[src/hw/rtl/ktr_pkg.sv]
// Types and constants of the typematic repeat unit.
`timescale 1ns / 1ps
package ktr_pkg;

   localparam int KEY_W   = 7;
   localparam int TIME_W  = 32;
   localparam int CFG_W   = 16;
   localparam int CSR_IW  = 1;

   localparam logic [CFG_W-1:0] START_RESET    = 16'd680;
   localparam logic [CFG_W-1:0] INTERVAL_RESET = 16'd48;

   // Result queue
   localparam int OUT_DEPTH = 4;
   localparam int OUT_AW    = $clog2(OUT_DEPTH);
   localparam int OUT_CW    = $clog2(OUT_DEPTH + 1);

   typedef enum logic [1:0] {
      REQ_DOWN = 2'd0,
      REQ_UP   = 2'd1,
      REQ_POLL = 2'd2
   } req_kind_type;

   typedef enum logic [CSR_IW-1:0] {
      CSR_REPEAT_START,
      CSR_REPEAT_INTERVAL
   } csr_index_type;

   typedef struct packed {
      logic [KEY_W-1:0] press_key;
      logic             is_repeat;
   } press_word_type;

   typedef struct packed {
      logic           push;
      press_word_type word;
   } push_type;

endpackage

[src/hw/rtl/ktr_channels.sv]
// Request and response channel interfaces of the typematic repeat unit.
`timescale 1ns / 1ps
interface ktr_req_if import ktr_pkg::*; ();
   logic              valid;
   logic              ready;
   logic [1:0]        req_type;
   logic [KEY_W-1:0]  key_index;
   logic [TIME_W-1:0] time_ms;

   modport source (output valid, output req_type, output key_index, output time_ms,
                   input ready);
   modport sink   (input valid, input req_type, input key_index, input time_ms,
                   output ready);
endinterface

interface ktr_rsp_if import ktr_pkg::*; ();
   logic             valid;
   logic             ready;
   logic [KEY_W-1:0] press_key;
   logic             is_repeat;

   modport source (output valid, output press_key, output is_repeat, input ready);
   modport sink   (input valid, input press_key, input is_repeat, output ready);
endinterface

[src/hw/rtl/ktr_ram.sv]
// Generic single-write, single-read RAM with registered read data.
`timescale 1ns / 1ps
module ktr_ram #(
   parameter int WIDTH = 1,
   parameter int DEPTH = 128,
   localparam int AW   = $clog2(DEPTH)
) (
   input  logic             clock,
   input  logic             we,
   input  logic [AW-1:0]    waddr,
   input  logic [WIDTH-1:0] wdata,
   input  logic             re,
   input  logic [AW-1:0]    raddr,
   output logic [WIDTH-1:0] rdata
);

   logic [WIDTH-1:0] mem_ff [DEPTH];
   logic [WIDTH-1:0] rdata_ff;

   // Read returns the old contents on a same-address write.
   always_ff @(posedge clock) begin
      if (we) begin
         mem_ff[waddr] <= wdata;
      end
      if (re) begin
         rdata_ff <= mem_ff[raddr];
      end
   end

   assign rdata = rdata_ff;

endmodule

[src/hw/rtl/ktr_out_fifo.sv]
// Result queue that parts the engine from the response channel.
`timescale 1ns / 1ps
module ktr_out_fifo import ktr_pkg::*; (
   input  logic              clock,
   input  logic              reset,
   input  push_type          push,
   output logic [OUT_CW-1:0] level,
   ktr_rsp_if.source         rsp_bus
);

   press_word_type    mem_ff [OUT_DEPTH];
   logic [OUT_AW-1:0] wr_ptr_ff, wr_ptr_in;
   logic [OUT_AW-1:0] rd_ptr_ff, rd_ptr_in;
   logic [OUT_CW-1:0] count_ff, count_in;
   logic              pop;

   assign pop = rsp_bus.valid & rsp_bus.ready;

   always_comb begin
      wr_ptr_in = push.push ? wr_ptr_ff + OUT_AW'(1) : wr_ptr_ff;
      rd_ptr_in = pop ? rd_ptr_ff + OUT_AW'(1) : rd_ptr_ff;
      count_in  = count_ff + OUT_CW'(push.push) - OUT_CW'(pop);
   end

   always_ff @(posedge clock) begin
      if (reset) begin
         wr_ptr_ff <= '0;
         rd_ptr_ff <= '0;
         count_ff  <= '0;
      end else begin
         wr_ptr_ff <= wr_ptr_in;
         rd_ptr_ff <= rd_ptr_in;
         count_ff  <= count_in;
      end
   end

   always_ff @(posedge clock) begin
      if (push.push) begin
         mem_ff[wr_ptr_ff] <= push.word;
      end
   end

   assign rsp_bus.valid     = (count_ff != '0);
   assign rsp_bus.press_key = mem_ff[rd_ptr_ff].press_key;
   assign rsp_bus.is_repeat = mem_ff[rd_ptr_ff].is_repeat;
   assign level             = count_ff;

endmodule

[src/hw/rtl/key_typematic_repeat_unit.sv]
// Top level of the keyboard press and typematic repeat unit.
//
//   channel  dir  handshake     word
//   req_bus  in   valid/ready   req_type, key_index, time_ms
//   rsp_bus  out  valid/ready   press_key, is_repeat
//   csr_*    in   csr_we only   csr_index, csr_wdata
//
// The held bitmap is read at accept, and the engine decides and writes
// back in the next cycle, one item per cycle while req_bus.ready is high.
// Reset starts a clearing pass over the held bitmap, one entry a cycle;
// req_bus.ready stays low until it ends.
// Results wait in a four-word queue; req_bus.ready drops only once the
// queue plus the word in flight could fill it.
`timescale 1ns / 1ps
module key_typematic_repeat_unit import ktr_pkg::*; #(
   parameter int KEYS = 128
) (
   input  logic              clock,
   input  logic              reset,
   ktr_req_if.sink           req_bus,
   ktr_rsp_if.source         rsp_bus,
   input  logic              csr_we,
   input  logic [CSR_IW-1:0] csr_index,
   input  logic [CFG_W-1:0]  csr_wdata
);

   localparam int AW = $clog2(KEYS);

   // ---------------------------------------------------------------- config
   logic [CFG_W-1:0] start_ff;
   logic [CFG_W-1:0] interval_ff;

   always_ff @(posedge clock) begin
      if (reset) begin
         start_ff    <= START_RESET;
         interval_ff <= INTERVAL_RESET;
      end else if (csr_we) begin
         case (csr_index)
            CSR_REPEAT_START:    start_ff    <= csr_wdata;
            CSR_REPEAT_INTERVAL: interval_ff <= csr_wdata;
            default: ;
         endcase
      end
   end

   // ---------------------------------------------------------- clear pass
   logic          clearing_ff;
   logic [AW-1:0] clr_addr_ff;

   always_ff @(posedge clock) begin
      if (reset) begin
         clearing_ff <= 1'b1;
         clr_addr_ff <= '0;
      end else if (clearing_ff) begin
         clr_addr_ff <= clr_addr_ff + AW'(1);
         if (clr_addr_ff == AW'(KEYS - 1)) begin
            clearing_ff <= 1'b0;
         end
      end
   end

   // ------------------------------------------------------------ accept
   logic [OUT_CW-1:0] q_level;
   logic [OUT_CW:0]   q_claim;
   logic              accept;
   logic              s2_valid_ff;

   // Count the queued words plus the one the engine may push this cycle.
   assign q_claim       = (OUT_CW + 1)'(q_level) + (OUT_CW + 1)'(s2_valid_ff);
   assign req_bus.ready = ~clearing_ff && (q_claim < (OUT_CW + 1)'(OUT_DEPTH));
   assign accept        = req_bus.valid & req_bus.ready;

   // Stage two: the item whose held bit arrives from the RAM this cycle.
   logic [1:0]        s2_type_ff;
   logic [KEY_W-1:0]  s2_key_ff;
   logic [TIME_W-1:0] s2_time_ff;

   always_ff @(posedge clock) begin
      if (reset) begin
         s2_valid_ff <= 1'b0;
      end else begin
         s2_valid_ff <= accept;
      end
   end

   always_ff @(posedge clock) begin
      if (accept) begin
         s2_type_ff <= req_bus.req_type;
         s2_key_ff  <= req_bus.key_index;
         s2_time_ff <= req_bus.time_ms;
      end
   end

   // ------------------------------------------------------ held bitmap
   logic          ram_we;
   logic [AW-1:0] ram_waddr;
   logic          ram_wdata;
   logic          ram_rdata;
   logic          eng_we;
   logic          eng_wdata;

   assign ram_we    = clearing_ff | eng_we;
   assign ram_waddr = clearing_ff ? clr_addr_ff : AW'(s2_key_ff);
   assign ram_wdata = clearing_ff ? 1'b0 : eng_wdata;

   ktr_ram #(
      .WIDTH (1),
      .DEPTH (KEYS)
   ) u_held_ram (
      .clock (clock),
      .we    (ram_we),
      .waddr (ram_waddr),
      .wdata (ram_wdata),
      .re    (accept),
      .raddr (AW'(req_bus.key_index)),
      .rdata (ram_rdata)
   );

   // The RAM read of stage two shared its edge with the previous write;
   // forward that write when the addresses match.
   logic          fwd_valid_ff;
   logic [AW-1:0] fwd_addr_ff;
   logic          fwd_data_ff;
   logic          held_now;

   always_ff @(posedge clock) begin
      if (reset) begin
         fwd_valid_ff <= 1'b0;
      end else begin
         fwd_valid_ff <= ram_we;
      end
   end

   always_ff @(posedge clock) begin
      fwd_addr_ff <= ram_waddr;
      fwd_data_ff <= ram_wdata;
   end

   assign held_now = (fwd_valid_ff && (fwd_addr_ff == AW'(s2_key_ff))) ?
                     fwd_data_ff : ram_rdata;

   // ------------------------------------------------------------ engine
   logic              tracked_valid_ff, tracked_valid_in;
   logic [KEY_W-1:0]  tracked_key_ff,   tracked_key_in;
   logic              repeating_ff,     repeating_in;
   logic              fire_now_ff,      fire_now_in;
   logic [TIME_W-1:0] mark_time_ff,     mark_time_in;
   logic [TIME_W-1:0] elapsed;
   logic              start_hit;
   logic              interval_hit;
   logic              key_ok;
   push_type          push;

   assign key_ok       = (int'(s2_key_ff) < KEYS);
   assign elapsed      = s2_time_ff - mark_time_ff;   // wraps mod 2^32
   assign start_hit    = (elapsed >= TIME_W'(start_ff));
   assign interval_hit = (elapsed >= TIME_W'(interval_ff));

   // A tracked key is always held: key down sets both, and release of the
   // tracked key drops tracking, so the poll needs no bitmap read.
   always_comb begin
      tracked_valid_in = tracked_valid_ff;
      tracked_key_in   = tracked_key_ff;
      repeating_in     = repeating_ff;
      fire_now_in      = fire_now_ff;
      mark_time_in     = mark_time_ff;
      eng_we           = 1'b0;
      eng_wdata        = 1'b0;
      push             = '0;
      if (s2_valid_ff) begin
         case (s2_type_ff)
            REQ_DOWN: begin
               if (key_ok && !held_now) begin
                  eng_we                   = 1'b1;
                  eng_wdata                = 1'b1;
                  repeating_in             = 1'b0;
                  fire_now_in              = 1'b0;
                  mark_time_in             = s2_time_ff;
                  tracked_key_in           = s2_key_ff;
                  tracked_valid_in         = 1'b1;
                  push.push                = 1'b1;
                  push.word.press_key      = s2_key_ff;
                  push.word.is_repeat      = 1'b0;
               end
            end
            REQ_UP: begin
               if (key_ok) begin
                  eng_we    = 1'b1;
                  eng_wdata = 1'b0;
                  if (tracked_valid_ff && (tracked_key_ff == s2_key_ff)) begin
                     repeating_in     = 1'b0;
                     tracked_valid_in = 1'b0;
                     tracked_key_in   = '0;
                  end
               end
            end
            REQ_POLL: begin
               if (!tracked_valid_ff) begin
                  repeating_in = 1'b0;
               end else begin
                  // Enter repeat and fire on this same tick.
                  if (!repeating_ff && start_hit) begin
                     repeating_in = 1'b1;
                     fire_now_in  = 1'b1;
                  end
                  if (repeating_in && (fire_now_in || interval_hit)) begin
                     mark_time_in        = s2_time_ff;
                     fire_now_in         = 1'b0;
                     push.push           = 1'b1;
                     push.word.press_key = tracked_key_ff;
                     push.word.is_repeat = 1'b1;
                  end
               end
            end
            default: ;   // unused request code: drop
         endcase
      end
   end

   always_ff @(posedge clock) begin
      if (reset) begin
         tracked_valid_ff <= 1'b0;
         tracked_key_ff   <= '0;
         repeating_ff     <= 1'b0;
         fire_now_ff      <= 1'b0;
         mark_time_ff     <= '0;
      end else begin
         tracked_valid_ff <= tracked_valid_in;
         tracked_key_ff   <= tracked_key_in;
         repeating_ff     <= repeating_in;
         fire_now_ff      <= fire_now_in;
         mark_time_ff     <= mark_time_in;
      end
   end

   // ---------------------------------------------------------- results
   ktr_out_fifo u_out_fifo (
      .clock   (clock),
      .reset   (reset),
      .push    (push),
      .level   (q_level),
      .rsp_bus (rsp_bus)
   );

endmodule

[src/flat_wrapper.sv]
// flat-port wrapper written by rule: the top's interface ports become plain ports
module key_typematic_repeat_unit_flat import ktr_pkg::*;
#(
   parameter int KEYS = 128
)
  (clock, reset, csr_we, csr_index, csr_wdata, req_bus_valid, req_bus_req_type, req_bus_key_index, req_bus_time_ms, req_bus_ready, rsp_bus_valid, rsp_bus_press_key, rsp_bus_is_repeat, rsp_bus_ready);
  ktr_req_if req_bus_i ();
  ktr_rsp_if rsp_bus_i ();
  input  logic clock;
  input  logic reset;
  input  logic csr_we;
  input  logic [CSR_IW-1:0] csr_index;
  input  logic [CFG_W-1:0] csr_wdata;
  input wire logic [$bits(req_bus_i.valid)-1:0] req_bus_valid;
  input wire logic [$bits(req_bus_i.req_type)-1:0] req_bus_req_type;
  input wire logic [$bits(req_bus_i.key_index)-1:0] req_bus_key_index;
  input wire logic [$bits(req_bus_i.time_ms)-1:0] req_bus_time_ms;
  output wire logic [$bits(req_bus_i.ready)-1:0] req_bus_ready;
  output wire logic [$bits(rsp_bus_i.valid)-1:0] rsp_bus_valid;
  output wire logic [$bits(rsp_bus_i.press_key)-1:0] rsp_bus_press_key;
  output wire logic [$bits(rsp_bus_i.is_repeat)-1:0] rsp_bus_is_repeat;
  input wire logic [$bits(rsp_bus_i.ready)-1:0] rsp_bus_ready;
  assign req_bus_i.valid = req_bus_valid;
  assign req_bus_i.req_type = req_bus_req_type;
  assign req_bus_i.key_index = req_bus_key_index;
  assign req_bus_i.time_ms = req_bus_time_ms;
  assign req_bus_ready = req_bus_i.ready;
  assign rsp_bus_valid = rsp_bus_i.valid;
  assign rsp_bus_press_key = rsp_bus_i.press_key;
  assign rsp_bus_is_repeat = rsp_bus_i.is_repeat;
  assign rsp_bus_i.ready = rsp_bus_ready;
  key_typematic_repeat_unit #(.KEYS(KEYS)) u_core (.clock(clock), .reset(reset), .req_bus(req_bus_i), .rsp_bus(rsp_bus_i), .csr_we(csr_we), .csr_index(csr_index), .csr_wdata(csr_wdata));
endmodule
[config.mk]
export PLATFORM = sky130hd
export DESIGN_NAME = key_typematic_repeat_unit_flat
export DESIGN_NICKNAME = d
export VERILOG_FILES = /design/src/hw/rtl/ktr_pkg.sv /design/src/hw/rtl/ktr_channels.sv /design/src/hw/rtl/ktr_ram.sv /design/src/hw/rtl/ktr_out_fifo.sv /design/src/hw/rtl/key_typematic_repeat_unit.sv /design/src/flat_wrapper.sv
export SDC_FILE = /design/constraint.sdc
export NUM_CORES = 1
export LEC_CHECK = 0
export BUFFER_PORTS_ARGS = -buffer_cell sky130_fd_sc_hd__buf_2
export CORE_UTILIZATION = 30
export CTS_BUF_LIST = sky130_fd_sc_hd__clkbuf_4 sky130_fd_sc_hd__clkbuf_8
export DETAILED_ROUTE_END_ITERATION = 10
export PLACE_DENSITY = 0.41
export SLEW_MARGIN = 20
export SYNTH_ARGS = -nofsm -noshare
export SYNTH_HDL_FRONTEND = slang
export SYNTH_SLANG_ARGS = --single-unit
export TNS_END_PERCENT = 100
[constraint.sdc]
create_clock -name clock -period 7.3 [get_ports clock]
set_input_delay 1.095 -clock clock [delete_from_list [all_inputs] [get_ports clock]]
set_output_delay 1.095 -clock clock [all_outputs]
set_load 0.02 [all_outputs]
==> results of run 1 <==
-- metal layers --
layer / part of all wire, % / track usage [%] / wire (um)
met4: 2.3 / 5.51 / 899
met1: 48 / 21.4 / 18700
met3: 4.2 / 2.76 / 1670
met5: 0 / 0 / 0
met2: 46 / 25.4 / 18100
-- critical path, cell delays in order (launching register included) --
cell and delay (ns):
sky130_fd_sc_hd__dfxtp_1 0.35, sky130_fd_sc_hd__inv_1 0.07, sky130_fd_sc_hd__ha_1 0.28, sky130_fd_sc_hd__nor2b_2 0.16, sky130_fd_sc_hd__o2111ai_1 0.34, sky130_fd_sc_hd__nand2_1 0.15
sky130_fd_sc_hd__a21o_1 0.20, sky130_fd_sc_hd__a21o_1 0.19, sky130_fd_sc_hd__a21oi_1 0.14, sky130_fd_sc_hd__o21bai_1 0.10, sky130_fd_sc_hd__xor2_1 0.31, sky130_fd_sc_hd__ha_1 0.32
sky130_fd_sc_hd__a21o_1 0.18, sky130_fd_sc_hd__a21o_1 0.17, sky130_fd_sc_hd__a21oi_1 0.13, sky130_fd_sc_hd__nor2_1 0.05, sky130_fd_sc_hd__nor4_1 0.16, sky130_fd_sc_hd__o31a_1 0.27
sky130_fd_sc_hd__o21ba_2 0.20, sky130_fd_sc_hd__nand4bb_4 0.12, sky130_fd_sc_hd__nand2_1 0.09, sky130_fd_sc_hd__ha_1 0.23, sky130_fd_sc_hd__inv_1 0.05, sky130_fd_sc_hd__ha_1 0.15
sky130_fd_sc_hd__fa_1 0.39, sky130_fd_sc_hd__nor2b_1 0.13
-- sequential cells by signal (all words and copies together), names as in the netlist, 2 cells and up, named ones only --
signal,count
u_core.clr_addr_ff,7
u_core.fwd_addr_ff,7
u_core.interval_ff,16
u_core.mark_time_ff,32
u_core.s2_key_ff,7
u_core.s2_time_ff,32
u_core.s2_type_ff,2
u_core.start_ff,16
u_core.tracked_key_ff,7
u_core.u_held_ram.mem_ff,128
u_core.u_out_fifo.level,3
u_core.u_out_fifo.mem_ff,32
u_core.u_out_fifo.rd_ptr_ff,2
u_core.u_out_fifo.wr_ptr_ff,2
-- cell families after synthesis --
group / after synthesis
AO/OA/AOI/OAI: 266
flip-flops: 303
XOR/XNOR: 40
buffers and inverters: 149
multiplexers: 62
AND/OR/NAND/NOR: 456
adder cells (fa/ha/maj): 73
-- layout by cell type, fill, tap and decap left out, types with 11 or more instances in the layout --
cell type                  count
sky130_fd_sc_hd__nand2_1     120
sky130_fd_sc_hd__clkbuf_8     61
sky130_fd_sc_hd__edfxtp_1    202
sky130_fd_sc_hd__buf_2        71
sky130_fd_sc_hd__clkbuf_4     27
sky130_fd_sc_hd__dfxtp_1     101
sky130_fd_sc_hd__ha_1         71
sky130_fd_sc_hd__mux4_2       50
sky130_fd_sc_hd__nand3_1      52
sky130_fd_sc_hd__xor2_1       26
sky130_fd_sc_hd__nand4_1      19
sky130_fd_sc_hd__o21a_1       11
sky130_fd_sc_hd__xnor2_1      14
sky130_fd_sc_hd__inv_1        84
sky130_fd_sc_hd__o21ai_0      26
sky130_fd_sc_hd__a21oi_1     105
sky130_fd_sc_hd__nor2_1      191
sky130_fd_sc_hd__nor3_1       13
sky130_fd_sc_hd__a21o_1       50
-- metrics by stage --
step | worst slack [ns] | total power (uW) | hold WS [ns] | utilization [%] | std cells
final | 2.21 | 3760 | 0.447 | 35.0 | 2137
after global routing | 1.82 | 3940 | 0.454 | 35.0 | 2135
after CTS | 2.22 | 3840 | 0.450 | 35.0 | 2135
after detailed placement | 2.26 | 2140 | 0.441 | 32.6 | 2029
after global placement | 2.31 | 2140 | 0.440 | 32.6 | 2029
after floorplan | 1.28 | 2050 | 0.427 | - | 1349
-- path summary, 6_finish.rpt --
path,startpoint,to,slack [ns]
max,u_core.mark_time_ff[1],u_core.u_out_fifo.level[1],2.21
min,u_core.fire_now_ff,u_core.fire_now_ff,0.45
max reg2reg,u_core.mark_time_ff[1],u_core.u_out_fifo.level[1],2.21
min reg2reg,u_core.fire_now_ff,u_core.fire_now_ff,0.45
-- cell type report --
cell class | count | area share (%)
clock buffers | 88 | 6.06
multi-input cells | 897 | 36.9
repair buffers | 80 | 2.48
clock inverters | 18 | 0.750
flip-flops and latches | 303 | 47.1
diodes | 2 | 0.0291
well taps | 664 | 4.83
inverters | 85 | 1.86
-- where the power goes --
group | switching, uW | internal, uW | total, uW
registers | 31.0 | 1840 | 1870
logic | 128 | 91.9 | 220
clock network | 750 | 918 | 1670
==> impl_summary.md, run 1 <==
Outcome
The run finished with clean final reports.

Die
The initial core utilization is 30.5%. The die outline area is 0.0509 mm2. The die is 226 um tall. Row generation in the floorplan step produced 81 rows. The x dimension of the die is 226 um. The core region area is 0.0492 mm2.

Pin placement for this block handled 73 I/O pins.

Global routing
The largest net degree at the start of global routing is 130. The total routing resource utilization after global routing is 15.8%. The first global-routing pass estimated 61000 um of wire. The number of antenna violations at the first check in global routing is 0.

The total overflow left after global routing is 0. The number of global-route vias before repair came to 10400.

Synth
The adder-cell share of the synthesized area is 6.19%. The number of library cell types mapped by synthesis is 70. The top cell type by area accounts for 40.4% of the synthesized area. The count of flip-flops with a built-in enable after synthesis is 202. The XOR/XNOR share of the synthesized area is 2.34%. Counting every net in the synthesized netlist gives 1485. Measured against the total synthesized area, the mux share comes to 8.32%. The synthesized netlist devotes 13.6% of its cell area to simple gates. Yosys printed 0 warnings. The commonest cells after synthesis are sky130_fd_sc_hd__edfxtp_1, sky130_fd_sc_hd__nor2_1, sky130_fd_sc_hd__nand2_1, sky130_fd_sc_hd__a21oi_1, sky130_fd_sc_hd__dfxtp_1.

The combinational family with the most area after synthesis is simple AND/OR/NAND/NOR gates. In the synthesized netlist, the number of instances is 1349. In the synthesized netlist the async set-or-reset flop fraction comes to 0%. The cell type with the largest total area after synthesis is sky130_fd_sc_hd__edfxtp_1. The predominant post-synthesis flop cell is sky130_fd_sc_hd__edfxtp_1.

The portion of the post-synthesis area used by sequential elements is 53.9%. The share of the synthesized area in compound gates (AO/OA/AOI/OAI) is 11.6%. The netlist area before placement is 0.0150 mm2. Among all cell types in the netlist, the one instantiated most often is sky130_fd_sc_hd__edfxtp_1. The register bit count reported by yosys is 303. The mean instance size in the synthesized netlist is 11.1 um2. Ranked by total cell area, the synthesized netlist is headed by sky130_fd_sc_hd__edfxtp_1, sky130_fd_sc_hd__dfxtp_1, sky130_fd_sc_hd__mux4_2, sky130_fd_sc_hd__ha_1, sky130_fd_sc_hd__nor2_1.

CTS
Buffers inserted to repair hold after CTS numbered 0. After clock tree synthesis, the repair step resized 0 gates. Post-CTS timing repair inserted 0 buffers for setup. The buffer cell driving the clock tree root is sky130_fd_sc_hd__clkbuf_8. The level count of the clock H-tree is 2.

The CTS tree is built. The CTS buffer count is 56. The latest clock arrival within the worst-skew pair is 0.69 ns. The clock sink total is 303. The maximum buffer depth of the clock tree is 3. The clock input transition at the sequential cells of the worst setup and hold paths is 0.06 ns.

Timing
The slew at the pin with the worst max-slew slack is 1.06 ns. Setup repair after global routing left no endpoint under its margin. The smallest clock period supported by the final layout is computed as 5.09 ns. Derived from the worst setup path, the maximum achievable clock frequency is 0.196 GHz. Headroom to the max-slew limit came out at 29.0%. The total count of hold-check failures in the final report was 0.

The summed negative setup slack over all endpoints is 0 ns. The final period utilization is 69.7%. The max-slew violation count is 0. Setup violations remaining at the end of the flow were counted as 0.

The final setup skew is 0.0662 ns.

Run
The number of max-cap violations is 0.

Cells and area
Cells with a size suffix above 1 make up 16.9% of the layout. Fill cells in the final layout number 4994. The area of all placed cells without fillers is 0.0172 mm2. From synthesis to final layout, the design area changed by 14.6%. The sequential cell area is 0.00809 mm2. The multi-input combinational cells in the finished layout cover a total of 0.00634 mm2.

The number of nets in the layout is 1559.

Pwr
Across the VDD grid, the largest voltage drop is 0.124 mV. The total leakage power is 0.00587 uW. Dividing total power by cell area gives a power density of 219 mW/mm2.

Worst setup path
The critical path in this run is classified as reg -> reg. The cell count of the worst reg-to-reg path is 25. The startpoint kind of the worst setup timing path is a flip-flop. The worst setup path is captured at a flip-flop.

The maximum net fanout on the critical path is 4. For the worst setup path, the data arrival time is 5.59 ns. The endpoint required time on the critical path is 7.80 ns.

Placement
The number of buffers added on ports is 72. After detailed placement, the total cell area comes to 0.0160 mm2. The routability-driven placement congestion ratio is 0.853. Detailed placement finished with a half-perimeter wire length of 25800 um.

Detailed routing
Dividing the detail-routed wire length by the instance count gives 18.4 um. The count of nets left with antenna violations once routing finished came out at 0. The via count normalized by instance count is 4.86.

Summed over all layers, the routed wires come to 39400 um. The number of optimization iterations in the first detailed-route pass is 5. After the first detailed-routing iteration, the DRC count stood at 634. For this block, the via count after detailed routing is 10400.

The post-route DRC violation count is 0.

Worst hold path
The kind of path behind the tightest hold check is reg -> reg. The count of cells along the worst hold path is 2.
Note: power is estimated with default switching activity, not from simulation.
==> run 2, diff against run 1 <==
Settings changed: PLACE_DENSITY 0.41 to 0.42.
Clock period 7.3 ns to 4.3 ns, I/O delays scaled along.
==> impl_summary.md, run 2 (same netlist as run 1, synthesis figures left out) <==
Outcome
The flow ran to the end, but the final reports show violations. The checks that failed: setup timing.

Die
The count of standard-cell rows is 81. The initial core utilization is 30.5%. The number of top-level pins is 73. The overall die height is 226 um. The core region is 0.0492 mm2. The die outline area is 0.0509 mm2.

The x dimension of the die is 226 um.

Cells and area
Ranked by flip-flop count, first place goes to u_core.u_held_ram.mem_ff. Fill cells in the final layout number 4907. The number of standard cells in the layout, taps in and fillers out is 2218. After the last flow step, the layout net total stands at 1645. Leaving out fill and tap cells, the most frequent cell in the layout is sky130_fd_sc_hd__edfxtp_1. Relative to the synthesized area, the layout overhead comes to 20.2%.

The post-route netlist has 22.5% of its cells at a drive strength greater than 1. In the final layout, the multi-input gates occupy 0.00653 mm2. The number of flip-flops in the largest register is 128. The total inserted antenna cells is 0. In the layout the commonest cells are sky130_fd_sc_hd__edfxtp_1, sky130_fd_sc_hd__nor2_1, sky130_fd_sc_hd__nand2_1.

The sequential cell area is 0.00809 mm2.

Timing
The final period demand of the worst path is 4.47 ns. At the pin with the least slew margin, the transition time is 0.773 ns. The total count of hold-check failures in the final report was 0.

The highest attainable clock frequency is 0.224 GHz. The relative max-transition margin is 48.4%. The max-slew violation count is 0.

The final setup skew is 0.0414 ns. The final worst-path setup slack is -0.166 ns. Setup violations remaining at the end of the flow were counted as 34. The summed negative setup slack over all endpoints is -2.78 ns.

The hold slack is 0.142 ns. Setup repair after global routing could not meet its margin everywhere. In the finished design, the share of the clock period the worst path needs comes to 104%.

Detailed routing
The post-route DRC violation count is 0. For this block, the initial DRC count from the detailed router was 572. The total wire length is 39300 um. Detailed routing inserted a total of 10600 vias.

Dividing the detail-routed via count by the number of cells gives 4.77. The routed wirelength normalized by instance count is 17.7 um. The pre-antenna-repair detailed-routing pass consisted of 4 iterations.

The detail route stage leaves a number of antenna-violating nets equal to 0.

Placement
Routability-driven placement finished with a final weighted congestion of 0.811. The number of buffers added on ports is 72. The minimum setup slack after placement is -0.485 ns. The cell total after placement is 2113. The half-perimeter wire length after placement is 26200 um.

Global routing
Global routing consumed, over all layers together, 15.8% of the routing resources. Entering global routing, the biggest net connects 130 pins. The number of global-route vias before repair came to 10800. Global routing finished with a remaining overflow of 0. The first global-routing pass estimated 61500 um of wire. The number of antenna violations at the first check in global routing was 1.

Pwr
The maximum VDD drop is 0.213 mV. The total power density per cell area is 355 mW/mm2. The total leakage power is 0.00632 uW.

Worst setup path
STA classifies the critical path startpoint as a flip-flop. The startpoint of the most critical register-to-register path is u_core.s2_time_ff[0]. The critical path launch point is u_core.s2_time_ff[0]. The largest single stage delay on the critical path is 0.40 ns.

The maximum net fanout on the critical path is 2. Data arrives at the worst endpoint at 4.98 ns. The most frequent cell on the critical path is sky130_fd_sc_hd__a21o_1.

The standard cell with the maximum stage delay on the critical path is sky130_fd_sc_hd__edfxtp_1. The critical path is of the reg -> reg type. For the worst setup path, the data required time is 4.81 ns. The worst setup path is captured at a flip-flop.

CTS
The H-tree was split into 2 levels. The maximum buffer depth of the clock tree is 3. The latest clock arrival within the worst-skew pair is 0.68 ns. The CTS buffer count is 54. Clock tree synthesis selected as its root buffer the cell sky130_fd_sc_hd__clkbuf_8. The clock net in this run drives a total of 303 sinks. Clock-pin slew was measured on the worst setup and hold paths at 0.06 ns. The total of hold buffers inserted after clock tree synthesis is 0. TritonCTS built the clock tree.

Worst hold path
The path class of the tightest hold or removal check is in -> reg. The launch point of the worst hold path is req_bus_req_type[1].

Run
Across the run, the number of max-cap violations was 0.
-- run 2: changes by cell type in the layout (fill, tap and decap cells not counted), sizes merged --
cell	delta
buf	+87
bufinv	+2
clkbuf	-11
diode	-2
inv	+1
clkinv	+4
-- run 2: power by group --
group          total (uW)  leakage, uW  internal (uW)  switching, uW
Combinational         399      0.00320            172            227
Clock                2830     0.000602           1540           1290
Sequential           3180      0.00252           3130           53.4
Total                6410      0.00632           4840           1570
-- run 2: cell type report --
class | count | area share (%)
sequential | 303 | 44.9
multi-input combinational | 897 | 36.2
timing repair buffer | 168 | 6.20
clock buffer | 76 | 5.18
tap | 664 | 4.61
inverter | 85 | 1.77
clock inverter | 25 | 1.15
-- run 2: routing by layer --
metal  vias to the layer above  GRT usage, %  wire, um
met3                        81          3.21      1720
met2                       172          24.8     17700
met5                         -             0         0
met1                      5108          21.5     18600
met4                         0          5.79      1260
li1                       5211             -         -
-- run 2: final timing paths --
path | to | depth (start not counted) | slack (ns)
min reg2reg | u_core.interval_ff[8] | 2 | 0.46
min | u_core.s2_type_ff[1] | 1 | 0.14
max reg2reg | u_core.u_out_fifo.level[1] | 26 | -0.17
max | u_core.u_out_fifo.level[1] | 26 | -0.17
-- run 2: critical path: cells and delay by family (launching register included) --
kind,cells,cell delay (ns)
AOI/OAI and AO/OA,10,1.55
adders and majority gates,5,1.14
and+or+nand+nor,7,0.73
DFF,1,0.40
buffers and inverters,3,0.28
xor gates and xnor gates,1,0.20
-- run 2: metrics by stage --
| stage | area, um2 | total power (uW) | utilization (%) |
|---|---|---|---|
| detailed placement | 16700 | 3650 | 34.0 |
| global route | 18000 | 6700 | 36.7 |
| CTS | 18000 | 6550 | 36.5 |
| finish | 18000 | 6410 | 36.7 |
| global placement | 16700 | 3650 | 34.0 |
| floorplan | 15100 | 3490 | - |
-- run 2: what timing repair did --
action	4_1_cts	5_1_grt
pin swaps	15	1
setup buffers	3	1
endpoints found under the setup margin	77	97
gates resized for setup	15	9
==> run 3, diff against run 2 <==
Settings changed: CTS_CLUSTER_DIAMETER set to 60, PLACE_DENSITY 0.42 to 0.41.
Clock period 4.3 ns to 4.7 ns, I/O delays scaled along.
==> impl_summary.md, run 3 (same netlist as run 1, synthesis figures left out) <==
Pwr
Combinational logic burns 6.2% of the power. Sequential cells burn 48.9% of the power. The total leakage power is 0.00612 uW.

For this design the ratio of total power to cell area is 336 mW/mm2. The internal power contribution is 4500 uW. Net switching is 24.5% of the power.

VDD sags by at most 0.176 mV. The clock network accounts for 45.0% of the total power. In this run the power spent charging and discharging nets is 1460 uW.

Worst setup path
The critical path launch point is u_core.s2_time_ff[1]. In this run the critical register-to-register path is launched from u_core.s2_time_ff[1]. The type of element capturing the critical path is a flip-flop. The maximum net fanout on the critical path is 2. STA puts the critical path data required time at 5.22 ns. The critical path is of the reg -> reg type.

The signal arrival time at the worst endpoint is 5.15 ns. The startpoint kind of the worst setup timing path is a flip-flop.

Cells and area
More flip-flops sit in one register than any other, and that register is u_core.u_held_ram.mem_ff. The filler cell count is 4975. The post-route netlist has 20.8% of its cells at a drive strength greater than 1. The area growth from synthesis to layout is 18.3%.

The register with the most flip-flops in the layout has 128 of them. The number of nets in the layout is 1603. 0 antenna diodes ended up in the layout. Leaving out fill and tap cells, the most frequent cell in the layout is sky130_fd_sc_hd__edfxtp_1. In the layout the commonest cells are sky130_fd_sc_hd__edfxtp_1, sky130_fd_sc_hd__nor2_1, sky130_fd_sc_hd__nand2_1. The core occupancy in the finished layout is 36.1%. After routing the design area is 0.0178 mm2.

Die
The core region area is 0.0492 mm2. From bottom edge to top edge, the die measures 226 um. The initial core utilization is 30.5%. The die outline area is 0.0509 mm2. The number of top-level pins is 73.

In this run the core area contains 81 standard-cell rows. The die is 226 um wide.

Placement
The post-placement cell area is 0.0163 mm2. The number of buffers added on ports is 72. Detailed placement ended at an HPWL of 26700 um. Routability-driven placement finished with a final weighted congestion of 0.811.

CTS
After clock tree synthesis, the flow added hold-fix buffers numbering 0. Clock tree synthesis inserted a total of 57 buffers. The cell sitting at the root of the clock tree is a sky130_fd_sc_hd__clkbuf_8. In this run the number of H-tree levels came out at 2. TritonCTS built the clock tree. Clock-pin slew was measured on the worst setup and hold paths at 0.06 ns.

The tree built by TritonCTS fans out to 303 sinks. The maximum buffer depth of the clock tree is 3. Clock latency on the worst-skew pair, taken at its later pin, is 0.68 ns.

Detailed routing
The routed wirelength normalized by instance count is 18.5 um. The detail route stage leaves a number of antenna-violating nets equal to 0. The number of optimization iterations in the first detailed-route pass is 5. Across all layers, the routed design uses 10600 vias. The first routing iteration left 610 violations. In the routed design, unresolved DRC markers number 0.

The total wire length is 40200 um. The via count normalized by instance count is 4.86.

Global routing
The first global-routing pass estimated 62700 um of wire. The number of global-route vias before repair was 10700. The number of antenna violations at the first check in global routing is 0. For this run, the total global-route usage over all layers was measured as 16.1%. After global routing the overflow that remains totals 0. Entering global routing, the biggest net connects 74 pins.

Timing
The final period demand of the worst path is 4.63 ns. The hold slack is 0.215 ns. The total count of hold-check failures in the final report came to 0. The slew at the pin with the worst max-slew slack is 0.969 ns. The highest attainable clock frequency is 0.216 GHz. The max-slew violation count is 0.

Setup repair after global routing could not meet its margin everywhere. The final period utilization is 98.6%. Setup violations remaining at the end of the flow were counted as 0.

The final setup skew is 0.0545 ns. The summed negative setup slack over all endpoints is 0 ns. The relative max-transition margin is 35.4%.

Worst hold path
The startpoint identified for the worst hold timing path is req_bus_time_ms[16]. The kind of path behind the tightest hold check is in -> reg.

Outcome
The run finished with clean final reports.

Run
The tool flagged a number of max-cap violations equal to 0.
run 3: cell type report:
| class | instances | area (um2) | area share (%) |
|---|---|---|---|
| clock buffer | 81 | 983 | 5.54 |
| clock inverter | 25 | 208 | 1.17 |
| inverter | 85 | 319 | 1.80 |
| multi-input combinational | 897 | 6520 | 36.7 |
| sequential | 303 | 8090 | 45.6 |
| tap | 664 | 831 | 4.68 |
| timing repair buffer | 123 | 800 | 4.50 |
run 3: path summary, 6_finish.rpt:
kind,endpoint,slack (ns),cells after the start
worst max register to register,u_core.u_out_fifo.level[1],0.07,24
worst min-delay path,u_core.s2_time_ff[16],0.21,1
worst max-delay path,u_core.u_out_fifo.level[1],0.07,24
worst min register to register,u_core.interval_ff[9],0.45,2
run 3: per-layer routing:
| layer | wire, um | GRT usage (%) |
|---|---|---|
| met1 | 19400 | 22.2 |
| met5 | 0 | 0 |
| met4 | 877 | 4.85 |
| met3 | 1700 | 3.17 |
| met2 | 18200 | 25.5 |
run 3: critical path, cell delays in order, from the launching register on:
cell and delay, ns:
sky130_fd_sc_hd__edfxtp_1 0.39, sky130_fd_sc_hd__ha_1 0.30, sky130_fd_sc_hd__nor2b_4 0.14, sky130_fd_sc_hd__o2111ai_2 0.20, sky130_fd_sc_hd__nand2_1 0.11, sky130_fd_sc_hd__a21o_1 0.17
sky130_fd_sc_hd__a21o_1 0.18, sky130_fd_sc_hd__a21oi_2 0.17, sky130_fd_sc_hd__o21bai_2 0.09, sky130_fd_sc_hd__xor2_2 0.22, sky130_fd_sc_hd__ha_4 0.24, sky130_fd_sc_hd__a21o_1 0.15
sky130_fd_sc_hd__a21o_1 0.18, sky130_fd_sc_hd__a21oi_2 0.14, sky130_fd_sc_hd__nor2_1 0.06, sky130_fd_sc_hd__nor4_1 0.19, sky130_fd_sc_hd__o31a_1 0.23, sky130_fd_sc_hd__o21ba_4 0.17
sky130_fd_sc_hd__nand4bb_4 0.13, sky130_fd_sc_hd__nand2_2 0.12, sky130_fd_sc_hd__ha_4 0.20, sky130_fd_sc_hd__inv_2 0.06, sky130_fd_sc_hd__ha_4 0.12, sky130_fd_sc_hd__fa_1 0.40
sky130_fd_sc_hd__nor2b_1 0.13
run 3: what timing repair did:
item / in CTS / in global routing
cloned: 0 / 0
hold endpoints to repair: 0 / 0
setup buffers: 11 / 2
gates resized for setup: 10 / 22
pin swaps: 15 / 21
setup endpoints to repair: 26 / 49
run 3: power groups by stage:
stage	combinational, uW	sequential, uW	clock, uW
floorplan	250	2930	0
global placement	358	2970	0
detailed placement	362	2970	0
CTS	367	2910	2780
global route	406	2920	2890
finish	366	2910	2680
run 3: per-stage QoR:
| step | worst slack (ns) | std cells | total power (uW) |
|---|---|---|---|
| floorplan | 0.0257 | 1349 | 3180 |
| global placement | -0.0180 | 2060 | 3320 |
| detailed placement | -0.119 | 2060 | 3330 |
| CTS | -0.0485 | 2176 | 6060 |
| global route | -0.0699 | 2178 | 6220 |
| finish | 0.0659 | 2178 | 5960 |
